==> src/rtl/ufsa_pkg.sv <==
// Package for the unit-fraction sum accumulator.
// Holds widths, request structs, controller command/status types.
// No dependencies.
package ufsa_pkg;

  localparam int DEN_WIDTH = 16;
  localparam int SUM_WIDTH = 32;
  localparam int MUL_W     = SUM_WIDTH + DEN_WIDTH;
  localparam int PROD_W    = MUL_W + 1;
  localparam int K_W       = $clog2(PROD_W);
  localparam int CNT_W     = $clog2(PROD_W + 1);

  typedef struct packed {
    logic [DEN_WIDTH-1:0] denominator;
    logic                 last_of_set;
  } in_req_t;

  typedef struct packed {
    logic [SUM_WIDTH-1:0] sum_numerator;
    logic [SUM_WIDTH-1:0] sum_denominator;
    logic                 overflow;
    logic                 set_done;
  } out_req_t;

  typedef struct packed {
    logic load;
    logic mul;
    logic gcd_step;
    logic div_init;
    logic div_step;
    logic commit;
  } cmd_t;

  typedef struct packed {
    logic den_zero;
    logic gcd_done;
    logic div_done;
  } sts_t;

  typedef enum logic [4:0] {
    S_IDLE = 5'b00001,
    S_MUL  = 5'b00010,
    S_GCD  = 5'b00100,
    S_DIV  = 5'b01000,
    S_DONE = 5'b10000
  } state_t;

endpackage

==> src/rtl/ufsa_ctrl.sv <==
// Controller FSM for the unit-fraction sum accumulator.
// Sequences multiply, binary gcd, division and commit. Uses ufsa_pkg.
module ufsa_ctrl (
  input  logic            clk,
  input  logic            rst,
  input  logic            in_valid,
  output logic            in_stall,
  input  logic            out_free,
  input  ufsa_pkg::sts_t  sts,
  output ufsa_pkg::cmd_t  cmd
);
  import ufsa_pkg::*;

  state_t state, state_next;

  always_ff @(posedge clk) begin
    if (rst) begin
      state <= S_IDLE;
    end else begin
      state <= state_next;
    end
  end

  always_comb begin
    state_next = state;
    cmd        = '0;
    in_stall   = 1'b1;
    unique case (state)
      S_IDLE: begin
        in_stall = 1'b0;
        if (in_valid) begin
          cmd.load   = 1'b1;
          state_next = S_MUL;
        end
      end
      S_MUL: begin
        if (sts.den_zero) begin
          state_next = S_DONE;
        end else begin
          cmd.mul    = 1'b1;
          state_next = S_GCD;
        end
      end
      S_GCD: begin
        if (sts.gcd_done) begin
          cmd.div_init = 1'b1;
          state_next   = S_DIV;
        end else begin
          cmd.gcd_step = 1'b1;
        end
      end
      S_DIV: begin
        if (sts.div_done) begin
          state_next = S_DONE;
        end else begin
          cmd.div_step = 1'b1;
        end
      end
      S_DONE: begin
        if (out_free) begin
          cmd.commit = 1'b1;
          state_next = S_IDLE;
        end
      end
      default: begin
        state_next = S_IDLE;
      end
    endcase
  end

endmodule

==> src/rtl/ufsa_dp.sv <==
// Datapath for the unit-fraction sum accumulator.
// Running sum, cross-product multipliers, binary gcd and two restoring
// dividers sharing one divisor. Uses ufsa_pkg.
module ufsa_dp (
  input  logic               clk,
  input  logic               rst,
  input  ufsa_pkg::cmd_t     cmd,
  input  ufsa_pkg::in_req_t  in_req,
  output ufsa_pkg::sts_t     sts,
  output ufsa_pkg::out_req_t res
);
  import ufsa_pkg::*;

  logic [SUM_WIDTH-1:0] acc_num, acc_den;
  logic                 sticky;

  logic [DEN_WIDTH-1:0] den_q;
  logic                 last_q;

  logic [PROD_W-1:0]    num_w, den_w;
  logic [PROD_W-1:0]    ga, gb;
  logic [K_W-1:0]       gk;
  logic [PROD_W-1:0]    divisor;
  logic [PROD_W-1:0]    rem_n, rem_d, quo_n, quo_d;
  logic [CNT_W-1:0]     cnt;

  logic [MUL_W-1:0]     prod_n, prod_d;
  logic [PROD_W-1:0]    mul_num, mul_den;
  logic [PROD_W:0]      trial_n, trial_d;
  logic                 fit;
  logic [SUM_WIDTH-1:0] new_num, new_den;
  logic                 new_ovf;

  assign prod_n  = MUL_W'(acc_num) * MUL_W'(den_q);
  assign prod_d  = MUL_W'(acc_den) * MUL_W'(den_q);
  assign mul_num = PROD_W'(prod_n) + PROD_W'(acc_den);
  assign mul_den = PROD_W'(prod_d);

  assign trial_n = {rem_n, quo_n[PROD_W-1]};
  assign trial_d = {rem_d, quo_d[PROD_W-1]};

  assign sts.den_zero = (den_q == '0);
  assign sts.gcd_done = (ga == '0) || (gb == '0);
  assign sts.div_done = (cnt == '0);

  always_ff @(posedge clk) begin
    if (cmd.load) begin
      den_q  <= in_req.denominator;
      last_q <= in_req.last_of_set;
    end
    if (cmd.mul) begin
      num_w <= mul_num;
      den_w <= mul_den;
      ga    <= mul_num;
      gb    <= mul_den;
      gk    <= '0;
    end else if (cmd.gcd_step) begin
      if (!ga[0] && !gb[0]) begin
        ga <= ga >> 1;
        gb <= gb >> 1;
        gk <= gk + K_W'(1);
      end else if (!ga[0]) begin
        ga <= ga >> 1;
      end else if (!gb[0]) begin
        gb <= gb >> 1;
      end else if (ga >= gb) begin
        ga <= (ga - gb) >> 1;
      end else begin
        gb <= (gb - ga) >> 1;
      end
    end
    if (cmd.div_init) begin
      divisor <= (ga | gb) << gk;
      rem_n   <= '0;
      rem_d   <= '0;
      quo_n   <= num_w;
      quo_d   <= den_w;
    end else if (cmd.div_step) begin
      if (trial_n >= {1'b0, divisor}) begin
        rem_n <= PROD_W'(trial_n - {1'b0, divisor});
        quo_n <= {quo_n[PROD_W-2:0], 1'b1};
      end else begin
        rem_n <= PROD_W'(trial_n);
        quo_n <= {quo_n[PROD_W-2:0], 1'b0};
      end
      if (trial_d >= {1'b0, divisor}) begin
        rem_d <= PROD_W'(trial_d - {1'b0, divisor});
        quo_d <= {quo_d[PROD_W-2:0], 1'b1};
      end else begin
        rem_d <= PROD_W'(trial_d);
        quo_d <= {quo_d[PROD_W-2:0], 1'b0};
      end
    end
  end

  always_ff @(posedge clk) begin
    if (rst) begin
      cnt <= '0;
    end else if (cmd.div_init) begin
      cnt <= CNT_W'(PROD_W);
    end else if (cmd.div_step) begin
      cnt <= cnt - CNT_W'(1);
    end
  end

  assign fit = (quo_n[PROD_W-1:SUM_WIDTH] == '0) && (quo_d[PROD_W-1:SUM_WIDTH] == '0);

  always_comb begin
    new_num = acc_num;
    new_den = acc_den;
    new_ovf = sticky;
    if (!sts.den_zero) begin
      if (fit) begin
        new_num = quo_n[SUM_WIDTH-1:0];
        new_den = quo_d[SUM_WIDTH-1:0];
      end else begin
        new_ovf = 1'b1;
      end
    end
  end

  assign res.sum_numerator   = new_num;
  assign res.sum_denominator = new_den;
  assign res.overflow        = new_ovf;
  assign res.set_done        = last_q;

  always_ff @(posedge clk) begin
    if (rst) begin
      acc_num <= '0;
      acc_den <= SUM_WIDTH'(1);
      sticky  <= 1'b0;
    end else if (cmd.commit) begin
      if (last_q) begin
        acc_num <= '0;
        acc_den <= SUM_WIDTH'(1);
        sticky  <= 1'b0;
      end else begin
        acc_num <= new_num;
        acc_den <= new_den;
        sticky  <= new_ovf;
      end
    end
  end

endmodule

==> src/rtl/unit_fraction_sum_accumulator.sv <==
// A zero denominator goes straight to the result; otherwise a request takes
// G binary gcd steps (at most 97 for 49-bit operands) and 49 division steps.
// A new request is taken only after the previous result is committed, but it
// is taken while that result still waits for output.
// Synchronous active-high reset: sum 0/1, overflow clear, no result pending.
// Top level; uses ufsa_pkg, ufsa_ctrl, ufsa_dp.
module unit_fraction_sum_accumulator (
  input  logic               clk,
  input  logic               rst,
  input  logic               in_valid,
  output logic               in_stall,
  input  ufsa_pkg::in_req_t  in_req,
  output logic               out_valid,
  input  logic               out_stall,
  output ufsa_pkg::out_req_t out_req
);
  import ufsa_pkg::*;

  cmd_t     cmd;
  sts_t     sts;
  out_req_t res;
  logic     out_free;

  assign out_free = !out_valid || !out_stall;

  ufsa_ctrl u_ctrl (
    .clk      (clk),
    .rst      (rst),
    .in_valid (in_valid),
    .in_stall (in_stall),
    .out_free (out_free),
    .sts      (sts),
    .cmd      (cmd)
  );

  ufsa_dp u_dp (
    .clk    (clk),
    .rst    (rst),
    .cmd    (cmd),
    .in_req (in_req),
    .sts    (sts),
    .res    (res)
  );

  always_ff @(posedge clk) begin
    if (rst) begin
      out_valid <= 1'b0;
    end else if (cmd.commit) begin
      out_valid <= 1'b1;
    end else if (!out_stall) begin
      out_valid <= 1'b0;
    end
  end

  always_ff @(posedge clk) begin
    if (cmd.commit) begin
      out_req <= res;
    end
  end

  a_busy_after_accept: assert property (@(posedge clk) disable iff (rst)
    in_valid && !in_stall |=> in_stall)
    else $error("request accepted while previous one still in flight");

  a_den_nonzero: assert property (@(posedge clk) disable iff (rst)
    out_valid |-> out_req.sum_denominator != '0)
    else $error("zero sum denominator on output");

  a_commit_free: assert property (@(posedge clk) disable iff (rst)
    cmd.commit |-> out_free)
    else $error("result committed over a pending output");

  a_reset_empty: assert property (@(posedge clk)
    rst |=> !out_valid)
    else $error("output valid right after reset");

endmodule

==> config.mk <==
export PLATFORM = sky130hd
export DESIGN_NAME = unit_fraction_sum_accumulator
export DESIGN_NICKNAME = d
export VERILOG_FILES = /design/src/rtl/ufsa_pkg.sv /design/src/rtl/ufsa_ctrl.sv /design/src/rtl/ufsa_dp.sv /design/src/rtl/unit_fraction_sum_accumulator.sv
export SDC_FILE = /design/constraint.sdc
export NUM_CORES = 2
export LEC_CHECK = 0
export BUFFER_PORTS_ARGS = -buffer_cell sky130_fd_sc_hd__buf_4
export CELL_PAD_IN_SITES_DETAIL_PLACEMENT = 0
export CELL_PAD_IN_SITES_GLOBAL_PLACEMENT = 2
export CORE_MARGIN = 3
export CORE_UTILIZATION = 43
export CTS_BUF_LIST = sky130_fd_sc_hd__clkbuf_4
export DETAILED_ROUTE_END_ITERATION = 16
export GPL_TIMING_DRIVEN = 1
export PLACE_DENSITY = 0.92
export SYNTH_ARGS = -nofsm -noshare
export SYNTH_HDL_FRONTEND = slang
export SYNTH_SLANG_ARGS = --single-unit
==> constraint.sdc <==
create_clock -name clk -period 8.05 [get_ports clk]
set_input_delay 0.805 -clock clk [delete_from_list [all_inputs] [get_ports clk]]
set_output_delay 0.805 -clock clk [all_outputs]
set_load 0.005 [all_outputs]
==> results.md <==
- Outcome: finished, final reports clean
- Launch point of the critical path: u_dp.den_q[4]
- Type of the worst setup path: flip-flop to flip-flop
- DRC violation count after routing: 0
- Die footprint: 171000 um^2
- Clk_lat worst skew: 1.28 ns
- Proportion of layout cells with a drive suffix above 1: 8.67%
- Placeable core region: 165000 um^2
- Final setup skew: 0.150 ns
- Number of register bits inferred by synthesis: 605
- Number of setup violations in the final report: 0
- Detailed-routing iteration count for the pre-antenna-repair pass: 6
- Clk sink count: 605
- Final weighted congestion in routability-driven placement: 0.953
- Sequential cell area fraction in the yosys report: 22.9%
- Category of the worst setup path launch point: flip-flop
- Critical-path maximum fanout: 65
- Average instance area after synthesis: 8.84 um^2
- Maximum clock frequency: 0.130 GHz
- Classification of the worst-slack hold path: input port to flip-flop
- Least-Margin Pin Slew: 1.29 ns
- Share of synthesized flip-flops with an asynchronous set or reset: 0%
- Number of antenna-violating nets in the routed design: 0
- Initial core utilization: 43.3%
- Initial antenna violation count: 15
- Total routing usage reported by global routing: 28.3%
- TritonCTS clock tree: yes
- Setup slack, reg-to-reg: 0.38 ns
- Total vias in the final route: 58609
- Mapped Nets: 9470
- Peak supply drop: 137 uV
- Final Hold Violating Endpoints: 0
- Largest net degree at the start of global routing: 128
- Number of distinct library cells after synthesis: 101
- Final worst hold slack: 0.256 ns
- Reg-to-reg critical path endpoint: u_dp.gb[45]
- Worst endpoint data arrival time: 8.61 ns
- Number of buffer cells added on primary ports: 88
- Minimum period implied by the final worst setup slack: 7.67 ns
- CP required: 8.99 ns
- Unrepaired setup endpoints after global routing: false
- Vias in the first global route: 59153
- Setup total negative slack: 0 ns
- First-pass GRT wire length: 367 mm
- Routed WL per cell: 23.1 um
- Synthesized netlist cell count: 8086
- Areal power density over the cells: 103 nW/um^2
- Leakage power: 35.4 nW
- Final period util: 95.2%
- Leading cell types in the layout, fill and taps excluded: sky130_fd_sc_hd__nand2_1, sky130_fd_sc_hd__inv_1, sky130_fd_sc_hd__fa_1
- Die Span X: 414 um
- Area overhead of the layout relative to synthesis: 8.13%
- DRC marker count from the first detailed-route iteration: 5071
- Critical Path End: u_dp.gb[45]
- Post-detailed-placement half-perimeter wirelength: 192 mm
- Syn Std Cell Area: 71500 um^2
- Top flip-flop cell by instance count after synthesis: sky130_fd_sc_hd__edfxtp_1
- Worst-path clk slew: 0.07 ns
- Number of flops mapped to enable cells by yosys: 424
- Via density: 5.60
- Total overflow reported by the global router: 0
- Relative max-transition margin: 13.4%
- Placement row count: 149
- I/O pin cnt: 89
- Number of buffers created by CTS: 180
- Height of the chip: 414 um
- Reported max-cap violation count: 0
- Register-to-Register Path Depth: 24
- Total wirelength of the detailed-routed design: 241 mm
- Clock tree root driver cell: sky130_fd_sc_hd__clkbuf_4
- Depth of the CTS H-tree: 4
- Reg-to-reg critical path startpoint: u_dp.den_q[4]
- Maximum number of buffers from clock root to sink: 3
- # nets final: 9495
- Type of element capturing the critical path: flip-flop
- Ys Warns: 0
- Number of pins with negative max-slew slack in the final report: 0
- Most common library cell in the layout ignoring fill and taps: sky130_fd_sc_hd__nand2_1
synthesized netlist by cell type (31+ instances only):
cell / n / area share, %
sky130_fd_sc_hd__and2_1: 458 / 4.0
sky130_fd_sc_hd__mux2_2: 43 / 0.68
sky130_fd_sc_hd__o21ai_1: 135 / 0.94
sky130_fd_sc_hd__ha_1: 490 / 8.6
sky130_fd_sc_hd__a31oi_1: 38 / 0.33
sky130_fd_sc_hd__nor2_1: 488 / 2.6
sky130_fd_sc_hd__clkbuf_1: 400 / 2.1
sky130_fd_sc_hd__mux2i_1: 56 / 0.78
sky130_fd_sc_hd__nor3_1: 71 / 0.50
sky130_fd_sc_hd__a21o_1: 99 / 1.0
sky130_fd_sc_hd__nand2b_1: 32 / 0.28
sky130_fd_sc_hd__nand2_1: 1253 / 6.6
sky130_fd_sc_hd__mux4_2: 37 / 1.2
sky130_fd_sc_hd__o21bai_1: 55 / 0.58
sky130_fd_sc_hd__fa_1: 873 / 24
sky130_fd_sc_hd__nand3_1: 82 / 0.57
sky130_fd_sc_hd__o21a_1: 31 / 0.33
sky130_fd_sc_hd__xor2_1: 79 / 0.97
sky130_fd_sc_hd__a21oi_1: 392 / 2.7
sky130_fd_sc_hd__a221oi_1: 74 / 0.91
sky130_fd_sc_hd__nor2b_1: 48 / 0.42
sky130_fd_sc_hd__xnor2_1: 194 / 2.4
sky130_fd_sc_hd__edfxtp_1: 424 / 18
sky130_fd_sc_hd__inv_1: 1242 / 6.5
sky130_fd_sc_hd__a22oi_1: 92 / 0.97
sky130_fd_sc_hd__a211oi_1: 46 / 0.48
sky130_fd_sc_hd__nand4_1: 53 / 0.46
sky130_fd_sc_hd__nor4_1: 69 / 0.60
sky130_fd_sc_hd__dfxtp_1: 181 / 5.1
sky130_fd_sc_hd__o21ai_0: 193 / 1.4
sequential cells by signal, indices dropped and copies added (netlist names):
| signal | flops |
|---|---|
| u_dp.rem_n | 49 |
| u_ctrl.state | 5 |
| u_dp.quo_d | 49 |
| u_dp.rem_d | 49 |
| u_dp.ga | 49 |
| u_dp.gb | 48 |
| u_dp.quo_n | 49 |
| out_valid | 1 |
| u_dp.acc_num | 32 |
| u_dp.sticky | 1 |
| u_dp.divisor | 49 |
| u_dp.acc_den | 32 |
| u_dp.den_w | 48 |
| u_dp.gk | 6 |
| u_dp.den_q | 16 |
| u_dp.last_q | 1 |
| u_dp.cnt | 6 |
| out_req | 66 |
| u_dp.num_w | 49 |
metal layers:
layer	wire [um]	track usage, %
met2	110000	44.8
met4	10800	11.3
met1	104000	38.8
met5	53	0
met3	16100	4.48
worst max-delay path, stage by stage, from the launching register on:
cell	delay, ns
sky130_fd_sc_hd__edfxtp_1	0.42
sky130_fd_sc_hd__buf_12	0.22
sky130_fd_sc_hd__and2_1	0.25
sky130_fd_sc_hd__fa_1	0.54
sky130_fd_sc_hd__inv_1	0.05
sky130_fd_sc_hd__fa_1	0.45
sky130_fd_sc_hd__fa_1	0.52
sky130_fd_sc_hd__inv_1	0.06
sky130_fd_sc_hd__fa_1	0.48
sky130_fd_sc_hd__fa_1	0.50
sky130_fd_sc_hd__inv_1	0.05
sky130_fd_sc_hd__fa_1	0.47
sky130_fd_sc_hd__inv_1	0.05
sky130_fd_sc_hd__ha_1	0.28
sky130_fd_sc_hd__a21oi_1	0.30
sky130_fd_sc_hd__inv_1	0.10
sky130_fd_sc_hd__a2111oi_0	0.47
sky130_fd_sc_hd__a21boi_0	0.51
sky130_fd_sc_hd__o21a_1	0.31
sky130_fd_sc_hd__o21ai_1	0.21
sky130_fd_sc_hd__a211oi_1	0.41
sky130_fd_sc_hd__nor3_1	0.10
sky130_fd_sc_hd__or2_1	0.22
sky130_fd_sc_hd__xor2_1	0.16
sky130_fd_sc_hd__a2bb2oi_1	0.13
per-stage QoR:
step | cells | power (mW) | utilization [%] | setup slack [ns] | area [um^2]
2_1_floorplan | 8086 | 4.37 | - | 1.25 | 71500
6_report | 10461 | 7.96 | 46.8 | 0.383 | 77300
5_1_grt | 10454 | 8.32 | 46.8 | 0.0341 | 77300
3_3_place_gp | 10093 | 4.83 | 45.2 | 0.334 | 74600
4_1_cts | 10446 | 8.03 | 46.8 | 0.117 | 77200
3_5_place_dp | 10093 | 4.83 | 45.2 | 0.238 | 74600
worst min-delay path by stage:
stage	cells past startpoint	slack (ns)	endpoint	start
CTS	2	0.1	u_dp.den_q[10]	in_req[11]
detailed placement	2	0.46	u_dp.rem_d[30]	u_dp.rem_d[30]
global placement	2	0.46	u_dp.rem_n[38]	u_dp.rem_n[38]
finish	2	0.26	u_dp.den_q[13]	in_req[14]
floorplan	2	0.44	u_dp.rem_n[38]	u_dp.rem_n[38]
global route	2	0.17	u_dp.den_q[11]	in_req[12]
report_power, final:
group | total (mW) | internal (mW) | leakage, nW | switching [mW]
clock network | 3.16 | 1.62 | 1.43 | 1.54
logic | 1.35 | 0.417 | 28.4 | 0.934
registers | 3.45 | 3.40 | 5.63 | 0.0510
layout make-up:
type	instances	area [um^2]
clock buffers	263	1970
flip-flops and latches	605	16400
multi-input cells	5780	48800
inverters	1260	4750
diodes	10	25.0
well taps	2189	2740
fillers	16171	87800
repair buffers	284	2270
clock inverters	70	423
what timing repair did:
action                                  in CTS  in global routing
buffers inserted                             0                  5
resized for setup                            0                  3
endpoints found under the setup margin       0                 12
hold buffers                                20                  0
endpoints found under the hold margin       37                  0
kinds of logic (layout without fill, tap and decap cells):
kind of cell | count (synthesis) | in the layout | share of synthesized area, %
AO/OA/AOI/OAI | 1364 | 1364 | 12.2
XOR/XNOR | 273 | 273 | 3.34
adder cells (fa/ha/maj) | 1363 | 1363 | 33.0
buffers and inverters | 1701 | 1877 | 9.00
flip-flops | 605 | 605 | 22.9
multiplexers | 137 | 137 | 2.64
other | 0 | 10 | 0
AND/OR/NAND/NOR | 2643 | 2643 | 16.9
No activity file was read; power rests on OpenSTA's default activity.
